==> config.mk <==
export PLATFORM = sky130hd
export DESIGN_NAME = ilid_cell
export DESIGN_NICKNAME = d
export VERILOG_FILES = /design/src/rtl/indexed_list_insert_delete_core_defines.svh /design/src/rtl/ilid_pkg.sv /design/src/rtl/ilid_cell.sv
export SDC_FILE = /design/constraint.sdc
export NUM_CORES = 1
export LEC_CHECK = 0
export ABC_AREA = 1
export BUFFER_PORTS_ARGS = -buffer_cell sky130_fd_sc_hd__buf_2
export CAP_MARGIN = 20
export CORE_MARGIN = 2
export CORE_UTILIZATION = 41
export CTS_CLUSTER_DIAMETER = 80
export DETAILED_ROUTE_END_ITERATION = 6
export PLACE_DENSITY = 0.86
export SYNTH_ARGS = -nofsm -noshare
export SYNTH_HDL_FRONTEND = slang
export SYNTH_SLANG_ARGS = --single-unit
==> constraint.sdc <==
create_clock -name clk_i -period 6.3 [get_ports clk_i]
set_input_delay 0 -clock clk_i [delete_from_list [all_inputs] [get_ports clk_i]]
set_output_delay 0 -clock clk_i [all_outputs]
set_load 0.005 [all_outputs]
==> src/rtl/indexed_list_insert_delete_core_defines.svh <==
// assertion macros for the indexed list core
// used by indexed_list_insert_delete_core.sv; expects clk_i and rst_ni in scope
`ifndef INDEXED_LIST_INSERT_DELETE_CORE_DEFINES_SVH
`define INDEXED_LIST_INSERT_DELETE_CORE_DEFINES_SVH

// same-cycle implication, checked outside reset
`define ILID_ASSERT_IMP(lbl, ante, cons, msg) \
  lbl: assert property (@(posedge clk_i) disable iff (!rst_ni) (ante) |-> (cons)) \
    else $error(msg);

// next-cycle implication, checked outside reset
`define ILID_ASSERT_NXT(lbl, ante, cons, msg) \
  lbl: assert property (@(posedge clk_i) disable iff (!rst_ni) (ante) |=> (cons)) \
    else $error(msg);

`endif

==> src/rtl/ilid_pkg.sv <==
// shared types and constants for the indexed list core
// no dependencies
package ilid_pkg;

  // default list depth
  localparam int unsigned CAPACITY_DEF = 64;

  // fixed field widths
  localparam int unsigned DATA_W  = 32;
  localparam int unsigned POS_W   = 8;
  localparam int unsigned POS_MAG_W = POS_W - 1;
  localparam int unsigned FUNC_W  = 3;
  localparam int unsigned STAT_W  = 2;
  localparam int unsigned ITEM_W  = 7;

  // request function codes
  typedef enum logic [FUNC_W-1:0] {
    FN_GET      = 3'd0,
    FN_INS_HEAD = 3'd1,
    FN_INS_TAIL = 3'd2,
    FN_INS_POS  = 3'd3,
    FN_DEL_POS  = 3'd4
  } ilid_func_e;

  // result status codes
  typedef enum logic [STAT_W-1:0] {
    ST_DONE    = 2'd0,
    ST_BAD_POS = 2'd1,
    ST_FULL    = 2'd2
  } ilid_status_e;

  // shift command broadcast to every cell
  typedef struct packed {
    logic shift_up;    // open a slot at the op position, later entries move up
    logic shift_down;  // close the slot at the op position, later entries move down
  } ilid_ctrl_t;

endpackage

==> src/rtl/ilid_cell.sv <==
// one storage cell of the indexed list: holds the entry at a fixed position
// depends on ilid_pkg
module ilid_cell import ilid_pkg::*; #(
  parameter int unsigned Idx  = 0,
  parameter int unsigned PosW = 7
) (
  input  logic              clk_i,
  input  ilid_ctrl_t        ctrl_i,
  input  logic [PosW-1:0]   op_pos_i,
  input  logic [DATA_W-1:0] new_value_i,
  input  logic [DATA_W-1:0] left_value_i,
  input  logic [DATA_W-1:0] right_value_i,
  output logic [DATA_W-1:0] value_o,
  output logic [DATA_W-1:0] read_value_o
);

  localparam logic [PosW-1:0] MyIdx = PosW'(Idx);

  logic [DATA_W-1:0] data_q, data_d;
  logic              above, at_pos;

  assign above  = MyIdx > op_pos_i;
  assign at_pos = MyIdx == op_pos_i;

  // next entry: take from a neighbor or the new value on a shift
  always_comb begin
    data_d = data_q;
    if (ctrl_i.shift_up) begin
      if (above) begin
        data_d = left_value_i;
      end else if (at_pos) begin
        data_d = new_value_i;
      end
    end else if (ctrl_i.shift_down) begin
      if (above || at_pos) begin
        data_d = right_value_i;
      end
    end
  end

  // entry storage, no reset
  always_ff @(posedge clk_i) begin
    data_q <= data_d;
  end

  assign value_o      = data_q;
  // masked read so the top level can or the cells together
  assign read_value_o = data_q & {DATA_W{at_pos}};

endmodule

* Word-level counts from Yosys, hierarchy flattened
Cells that the tools add are included.
** Cells by class
- Bitwise logic cells :: 1
- Shift operators :: 0
- Div/mod/pow operators :: 0
- $mul :: 0
- Equality and inequality tests :: 1
- $lt $le $gt $ge :: 1
- Reductions and logical operators :: 5
- $add $sub $neg :: 0
- Multiplexer cells :: 5
** Operators with widths (count)
- 32-bit 2-to-1 mux :: 5
- 32-bit bitwise AND :: 1
- 1-bit by 7-bit greater-than comparator with 1-bit output (first input constant) :: 1
- 7-bit zero test :: 1
- 2-bit nonzero test :: 2
- 3-bit by 1-bit != test with 1-bit output (second input constant) :: 1
- 3-bit AND reduction :: 1
- 1-bit logical OR :: 1
** Storage, ports and cells
- Output and inout bits :: 64
- Input bits :: 106
- Register bits :: 32
- Memories :: 0
- Word-level logic and storage cells :: 14
- Bits in writable memories :: 0
- ROM bits :: 0
- Bits in latches :: 0

* Logic depth before layout (Yosys ltp)
Gate-level depths: netlist (run 1).
- Depth in word-level cells :: 5
- Mapped depth :: 4
- Gate-level depth less buffers :: 3

* Least setup slack after synthesis (run 1)
Ideal clock, no wire load.
- Path type :: input-to-reg
- Start :: input op_pos_i[0]
- End :: register data_q[0] (netlist: value_o[0]), enable pin
- Arrival time :: 2466 ps
- Cell stages on the path :: 3
- Buffers on the path :: 0
- Library setup time :: 461 ps
- Data required time :: 5839 ps
- Slack :: 3373 ps
- Cells stage by stage :: nor2_2 > nand2_2 > nor3_1
** Between the ends
- Longest elaborated chain between the ends :: 4
- Elaborated cells between the ends (all ways) :: 6
- Those cells by class :: 1 x order compare; 1 x eq/ne; 4 x reduce/logical
** RTL lines
- start, declared :: line ilid_cell.sv:9 : input logic [PosW-1:0] op_pos_i,
- 1-bit by 7-bit greater-than comparator with 1-bit output or 7-bit zero test (tied branches) :: line ilid_cell.sv:22, ilid_cell.sv:23
- 1-bit logical OR :: line ilid_cell.sv:35 : if (above || at_pos) begin
- 2-bit nonzero test (no source line)
- 3-bit AND reduction (no source line) *
- end signal, assigned :: line ilid_cell.sv:43 : data_q <= data_d;
- end, declared :: line ilid_cell.sv:19 : logic [DATA_W-1:0] data_q, data_d;
Every way passes the cells marked *; elsewhere a longest branch is shown, timed or not.
A chain may end at the register's enable or synchronous reset.

* Final worst setup path (run 1)
- Start :: input op_pos_i[0]
- End :: register data_q[31] (netlist: value_o[31]), enable pin
The elaborated chain is that of the path after synthesis.

==> results of run 1 <==
==> logic make-up (layout without fill, tap and decap cells) <==
kind of cell	Yosys count	in the layout	share of synthesized area, %
AO/OA/AOI/OAI	32	32	8.210
flip-flops	32	32	49.26
AND/OR/NAND/NOR	71	71	23.86
buffers and inverters	78	211	18.67
==> area by class of cell <==
type	instances	area, µm²
clock inverters	1	3.754
flip-flops and latches	32	960.9
well taps	54	67.56
inverters	65	244.0
fillers	429	1984
clock buffers	7	76.32
repair buffers	138	693.2
multi-input cells	103	630.6
==> cell usage after synthesis <==
library cell | number | area share (%)
edfxtp_1 | 32 | 49
nor2_1 | 3 | 0.58
nand2_2 | 2 | 0.64
buf_6 | 7 | 4.0
nor3_2 | 30 | 15
nand2_1 | 32 | 6.2
inv_1 | 65 | 13
clkbuf_1 | 1 | 0.19
o21ai_0 | 19 | 4.9
buf_4 | 5 | 1.9
o21ai_1 | 13 | 3.3
nor2_2 | 1 | 0.32
nor3_1 | 3 | 0.77
==> metrics by stage <==
| step | hold WS (ns) | utilization, % | cell area, µm² | worst slack [ns] |
|---|---|---|---|---|
| after floorplan | 0.1912 | - | 1951 | 3.373 |
| after global placement | 0.2817 | 55.70 | 2596 | 3.733 |
| after detailed placement | 0.2858 | 55.70 | 2596 | 3.712 |
| after CTS | 0.0008549 | 57.42 | 2676 | 3.981 |
| after global routing | 0.01750 | 57.42 | 2676 | 3.861 |
| final | 0.01041 | 57.42 | 2676 | 4.013 |
==> per-layer routing <==
| metal | wire length [µm] | vias to the layer above | global-route usage (%) | share of wire [%] |
|---|---|---|---|---|
| met1 | 1699 | 810 | 16.43 | 37 |
| met5 | 0 | - | 0 | 0 |
| met2 | 2565 | 69 | 31.82 | 56 |
| li1 | - | 923 | - | - |
| met3 | 249 | 9 | 3.867 | 5.4 |
| met4 | 78 | 0 | 7.613 | 1.7 |
==> critical path, cell delays in order <==
cell and delay [ns]:
buf_2 0.10, nor2_2 0.10, nand2_2 0.52, nor3_2 1.07, buf_4 0.42
==> report_power, final <==
part           total (µW)  internal, µW  switching [µW]
sequential            238           237           0.521
combinational        53.3          25.4            27.9
clock                 145          76.8            68.2
total                 436           339            96.7
==> path summary, 6_finish.rpt <==
| kind | start | cells past startpoint | end | slack (ns) |
|---|---|---|---|---|
| worst min-delay path | new_value_i[14] | 3 | value_o[14] | 0.01 |
| worst max-delay path | op_pos_i[0] | 5 | value_o[31] | 4.01 |
==> key figures, run 1 <==
Clocking
  • CTS H-tree lvls: 2
  • # Post-CTS Setup Buffers: 0
  • CTS Hold Bufs: 0
  • Sink Count: 32
  • CTS tree: done
  • Max clock buf depth: 2
  • Clk pin slew, worst setup/hold paths: approximately 0.060 ns
  • Root buffer cell: clkbuf_8
  • Cts repair resizes: 0
  • TritonCTS buffer count: 5

Run
  • MaxCap Viol Count: 0

Floorplanning
  • Die area: about 5300 µm²
  • FP Rows: 25
  • Core Area: approximately 4700 µm²
  • I/O pins: 170
  • Starting Density: between 40% and 50%
  • DIE WIDTH: 72.98 µm
  • Die H: 72.98 µm

Timing
  • F_max: ~440 MHz
  • Slew HR: 28.03%
  • RSZ-0062 raised after global routing: no
  • Final Hold Viols: 0
  • Crit share post-route: between 30% and 40%
  • Final min period: roughly 2.3 ns
  • Slew @ Worst Pin: approximately 1.1 ns
  • Final Slew Violations: 0
  • Final setup violation count: 0
  • Sum Neg Setup Slack: 0 ns

Cells and area
  • Antenna fix cells: 0
  • Final Non-Filler Cells: 400
  • Leading cell type in the layout, fill and taps excluded: buf_2
  • Fraction of layout cells with a size suffix above 1: about half
  • Most frequent cells in the layout: buf_2, inv_1, nand2_1, edfxtp_1, nor3_2
  • Nets: 451
  • P&R area growth vs syn: 37.20%
  • Flip-flop count of the largest register after layout: 32

Route
  • Avg WL per Cell: roughly 11 µm
  • Initial DRC count: roughly 110
  • First-pass detailed-route iteration total: 4
  • Via Count: ~1800
  • Vias per cell: ~4.5
  • Antenna viol nets, final: 0
  • Residual DRC count: 0
  • Detailed Route WL: about 4600 µm

Placed design
  • GP Congestion: about 0.77
  • Hpwl dp: 3526 µm
  • Post-Place Cells: slightly below 400
  • Input/output buffers: 137

Worst setup path
  • Critical path class: input port to flip-flop
  • Worst Path Max Fanout: 33
  • Critical Path Start Type: input port
  • CP Data Arrival Time: between 2 and 2.5 ns
  • Critical path required time: 6.25 ns
  • Crit end category: flip-flop

Power and ir drop
  • PwrDens: 162.9 nW/µm²
  • Peak VDD IR: around 110 µV
  • Pleak: approximately 0.0014 µW
  • Total Power: about 440 µW

Synthesis
  • Synth Register Bits: 32
  • Syn nets: ~320
  • Unique cell type count in the Yosys netlist: 13
  • Avg Cell Area, Syn: roughly 9 µm²
  • Netlist Area Pre-Place: 1951 µm²
  • Sequential area share after synthesis: about half
  • Cell count after synthesis: ~210
  • Yosys warning count: 0

Global route
  • First-pass GRT wire length: roughly 6700 µm
  • Gr usage total: roughly 16%
  • Gr ovfl total: 0
  • Vias in the first global route: 1602
  • Pin count of the biggest net entering global routing: 66
  • Initial antenna violation count: 0

Min path
  • Hold WC Path Type: input port to flip-flop

Outcome
  • Outcome: finished clean
Power figures use the tool's default switching activity.
==> run 2, diff against run 1 <==
- CORE_UTILIZATION: 41 -> 38
- PLACE_DENSITY: 0.86 -> 0.81
- clock period: 6.3 -> 2.2 ns (I/O delays scaled with it)
==> run 2 against run 1 <==
Routed wire length is 9.2% higher. Cell count is 7.0% higher. First-iteration DRC count is 11% lower. Core utilization is 1.5 points lower. Largest power group unchanged. Worst setup slack worse by 2.9 ns.
==> key figures, run 2 (synthesized netlist as in run 1, its figures left out) <==
Route
  • Detailed Route WL: 5016 µm (+9.2%)
  • Avg WL per Cell: 11.72 µm (+2.1%)
  • First-pass detailed-route iteration total: 4 (unchanged)
  • Vias per cell: 4.339 (-4.2%)
  • Initial DRC count: 95 (-11%)
  • Residual DRC count: 0 (unchanged)
  • Antenna viol nets, final: 0 (unchanged)
  • Via Count: 1857 (+2.5%)

Clocking
  • Root buffer cell: clkbuf_8
  • CTS tree: done
  • Max clock buf depth: 2 (unchanged)
  • CTS H-tree lvls: 2 (unchanged)
  • TritonCTS buffer count: 5 (unchanged)
  • # Post-CTS Setup Buffers: 0 (unchanged)
  • Clk pin slew, worst setup/hold paths: 0.06 ns (about the same)
  • Sink Count: 32 (unchanged)

Min path
  • Worst Hold Depth: 3 (unchanged)
  • HP Start: new_value_i[25]
  • WHS Endpoint: value_o[25]
  • Hold WC Path Type: input port to flip-flop

Power and ir drop
  • Switching Power: 299.7 µW (+210%)
  • Sw frac: 23.45% (+1.3 points)
  • Clk pwr share: 33.3% (about the same)
  • Power share of the combinational group: 13.5% (+1.3 points)
  • Peak VDD IR: 238.8 µV (+110%)
  • PwrDens: 453.7 nW/µm² (+180%)
  • Pleak: 0.001484 µW (+4.2%)
  • Flop pwr share: 53.2% (-1.3 points)
  • Int Power: 978.6 µW (+190%)

Global route
  • Pin count of the biggest net entering global routing: 65 (-1.5%)
  • Gr usage total: 16.84% (+0.34 points)
  • Vias in the first global route: 1639 (+2.3%)
  • Initial antenna violation count: 0 (unchanged)
  • First-pass GRT wire length: 7051 µm (+5.3%)
  • Gr ovfl total: 0 (unchanged)

Timing
  • RSZ-0062 raised after global routing: no
  • Final worst slack: 1.144 ns (-2.869 ns)
  • Slew @ Worst Pin: 0.5297 ns (-0.5439 ns)
  • F_max: between 900 and 1000 MHz
  • Final Hold Viols: 0 (unchanged)
  • Crit share post-route: between 40% and 50%
  • Final Slew Violations: 0 (unchanged)
  • Sum Neg Setup Slack: 0 ns (unchanged)
  • Slew HR: 64.69% (+37 points)
  • Final min period: about 1.1 ns
  • Final setup violation count: 0 (unchanged)

Worst setup path
  • CP cell instances: inv_1 > nor3_2 > buf_2
  • Worst Path Max Fanout: 2 (-94%)
  • Critical Path Start Type: flip-flop
  • Critical path class: flip-flop to primary output
  • Critical path's slowest cell: edfxtp_1
  • Crit end category: primary output
  • CP Data Arrival Time: 1.06 ns (-1.18 ns)
  • CP max stage delay: 0.34 ns (-0.73 ns)
  • Critical path required time: 2.20 ns (-4.05 ns)

Cells and area
  • Nets: 463 (+2.7%)
  • Final Util: 55.88% (-1.5 points)
  • Fraction of layout cells with a size suffix above 1: 50.84% (-0.32 points)
  • Flip-flop count of the largest register after layout: 32 (unchanged)
  • P&R area growth vs syn: 44.45%
  • Most frequent cells in the layout: buf_2, inv_1, nand2_1, edfxtp_1, nor3_2
  • Non-Filler Cell Area, Final: 2818 µm² (+5.3%)
  • Leading cell type in the layout, fill and taps excluded: buf_2
  • Antenna fix cells: 0 (unchanged)

Floorplanning
  • Core Area: 5042 µm² (+8.2%)
  • DIE WIDTH: 75.65 µm (+3.7%)
  • I/O pins: 170 (unchanged)
  • Die H: 75.65 µm (+3.7%)
  • Starting Density: 38.68% (-3.2 points)
  • Die area: 5722 µm² (+7.5%)
  • FP Rows: 26 (+4.0%)

Placed design
  • Post-DP Area: 2645 µm² (+1.9%)
  • Hpwl dp: 3741 µm (+6.1%)
  • GP Congestion: 0.8241 (+6.6%)
  • Pre-CTS setup slack: 0.9907 ns (-2.721 ns)
  • Input/output buffers: 137 (unchanged)

Run
  • MaxCap Viol Count: 0 (unchanged)

Outcome
  • Outcome: finished clean
-- run 2: cell types whose count changed in the layout (fill, tap and decap cells not counted), sizes merged --
cell / change
clkbuf: -2
clkinv: +2
dlygate4sd3: +9
buf: +3
-- run 2: worst max path at each step --
stage | to | depth (start not counted) | startpoint
4_1_cts | read_value_o[21] | 3 | value_o[21]
2_1_floorplan | value_o[0] | 3 | op_pos_i[0]
5_1_grt | read_value_o[21] | 3 | value_o[21]
3_5_place_dp | value_o[11] | 5 | op_pos_i[0]
6_report | read_value_o[21] | 3 | value_o[21]
3_3_place_gp | value_o[18] | 5 | op_pos_i[0]
-- run 2: worst max-delay path: cells and delay by family (launching register included) --
family,cells,cell delay (ns)
buffers and inverters,2,0.20
and+or+nand+nor,1,0.23
DFF,1,0.34
-- run 2: stage by stage --
stage | power (µW) | std cells | hold slack, ns
6_report | 1278 | 428 | 0.009096
5_1_grt | 1342 | 428 | 0.01255
4_1_cts | 1298 | 428 | 0.0006679
3_5_place_dp | 856.2 | 411 | 0.2879
3_3_place_gp | 847.6 | 411 | 0.2800
2_1_floorplan | 781.1 | 213 | 0.1912
-- run 2: repair_timing --
action	in CTS	in global routing
gates resized for setup	0	0
hold buffers	9	0
hold endpoints to repair	9	0
-- run 2: layout make-up --
class	count	area (µm²)
Multi-Input combinational cell	103	636.9
Clock buffer	5	68.82
Clock inverter	3	13.76
Timing Repair Buffer	150	805.8
Tap cell	70	87.58
Sequential cell	32	960.9
Fill cell	461	2225
Inverter	65	244.0
-- run 2: metal layers --
layer	wire length [µm]	track usage, %	up-vias
li1	-	-	945
met5	0	0	-
met2	2798	32.08	61
met3	226	3.439	9
met1	1910	18.37	842
met4	80	5.848	0
-- run 2: power by group through the flow --
stage / registers [µW] / logic (µW) / clock network (µW)
finish: 681 / 173 / 425
global placement: 694 / 154 / 0
global route: 680 / 197 / 465
CTS: 680 / 175 / 443
floorplan: 694 / 87.2 / 0
detailed placement: 694 / 162 / 0
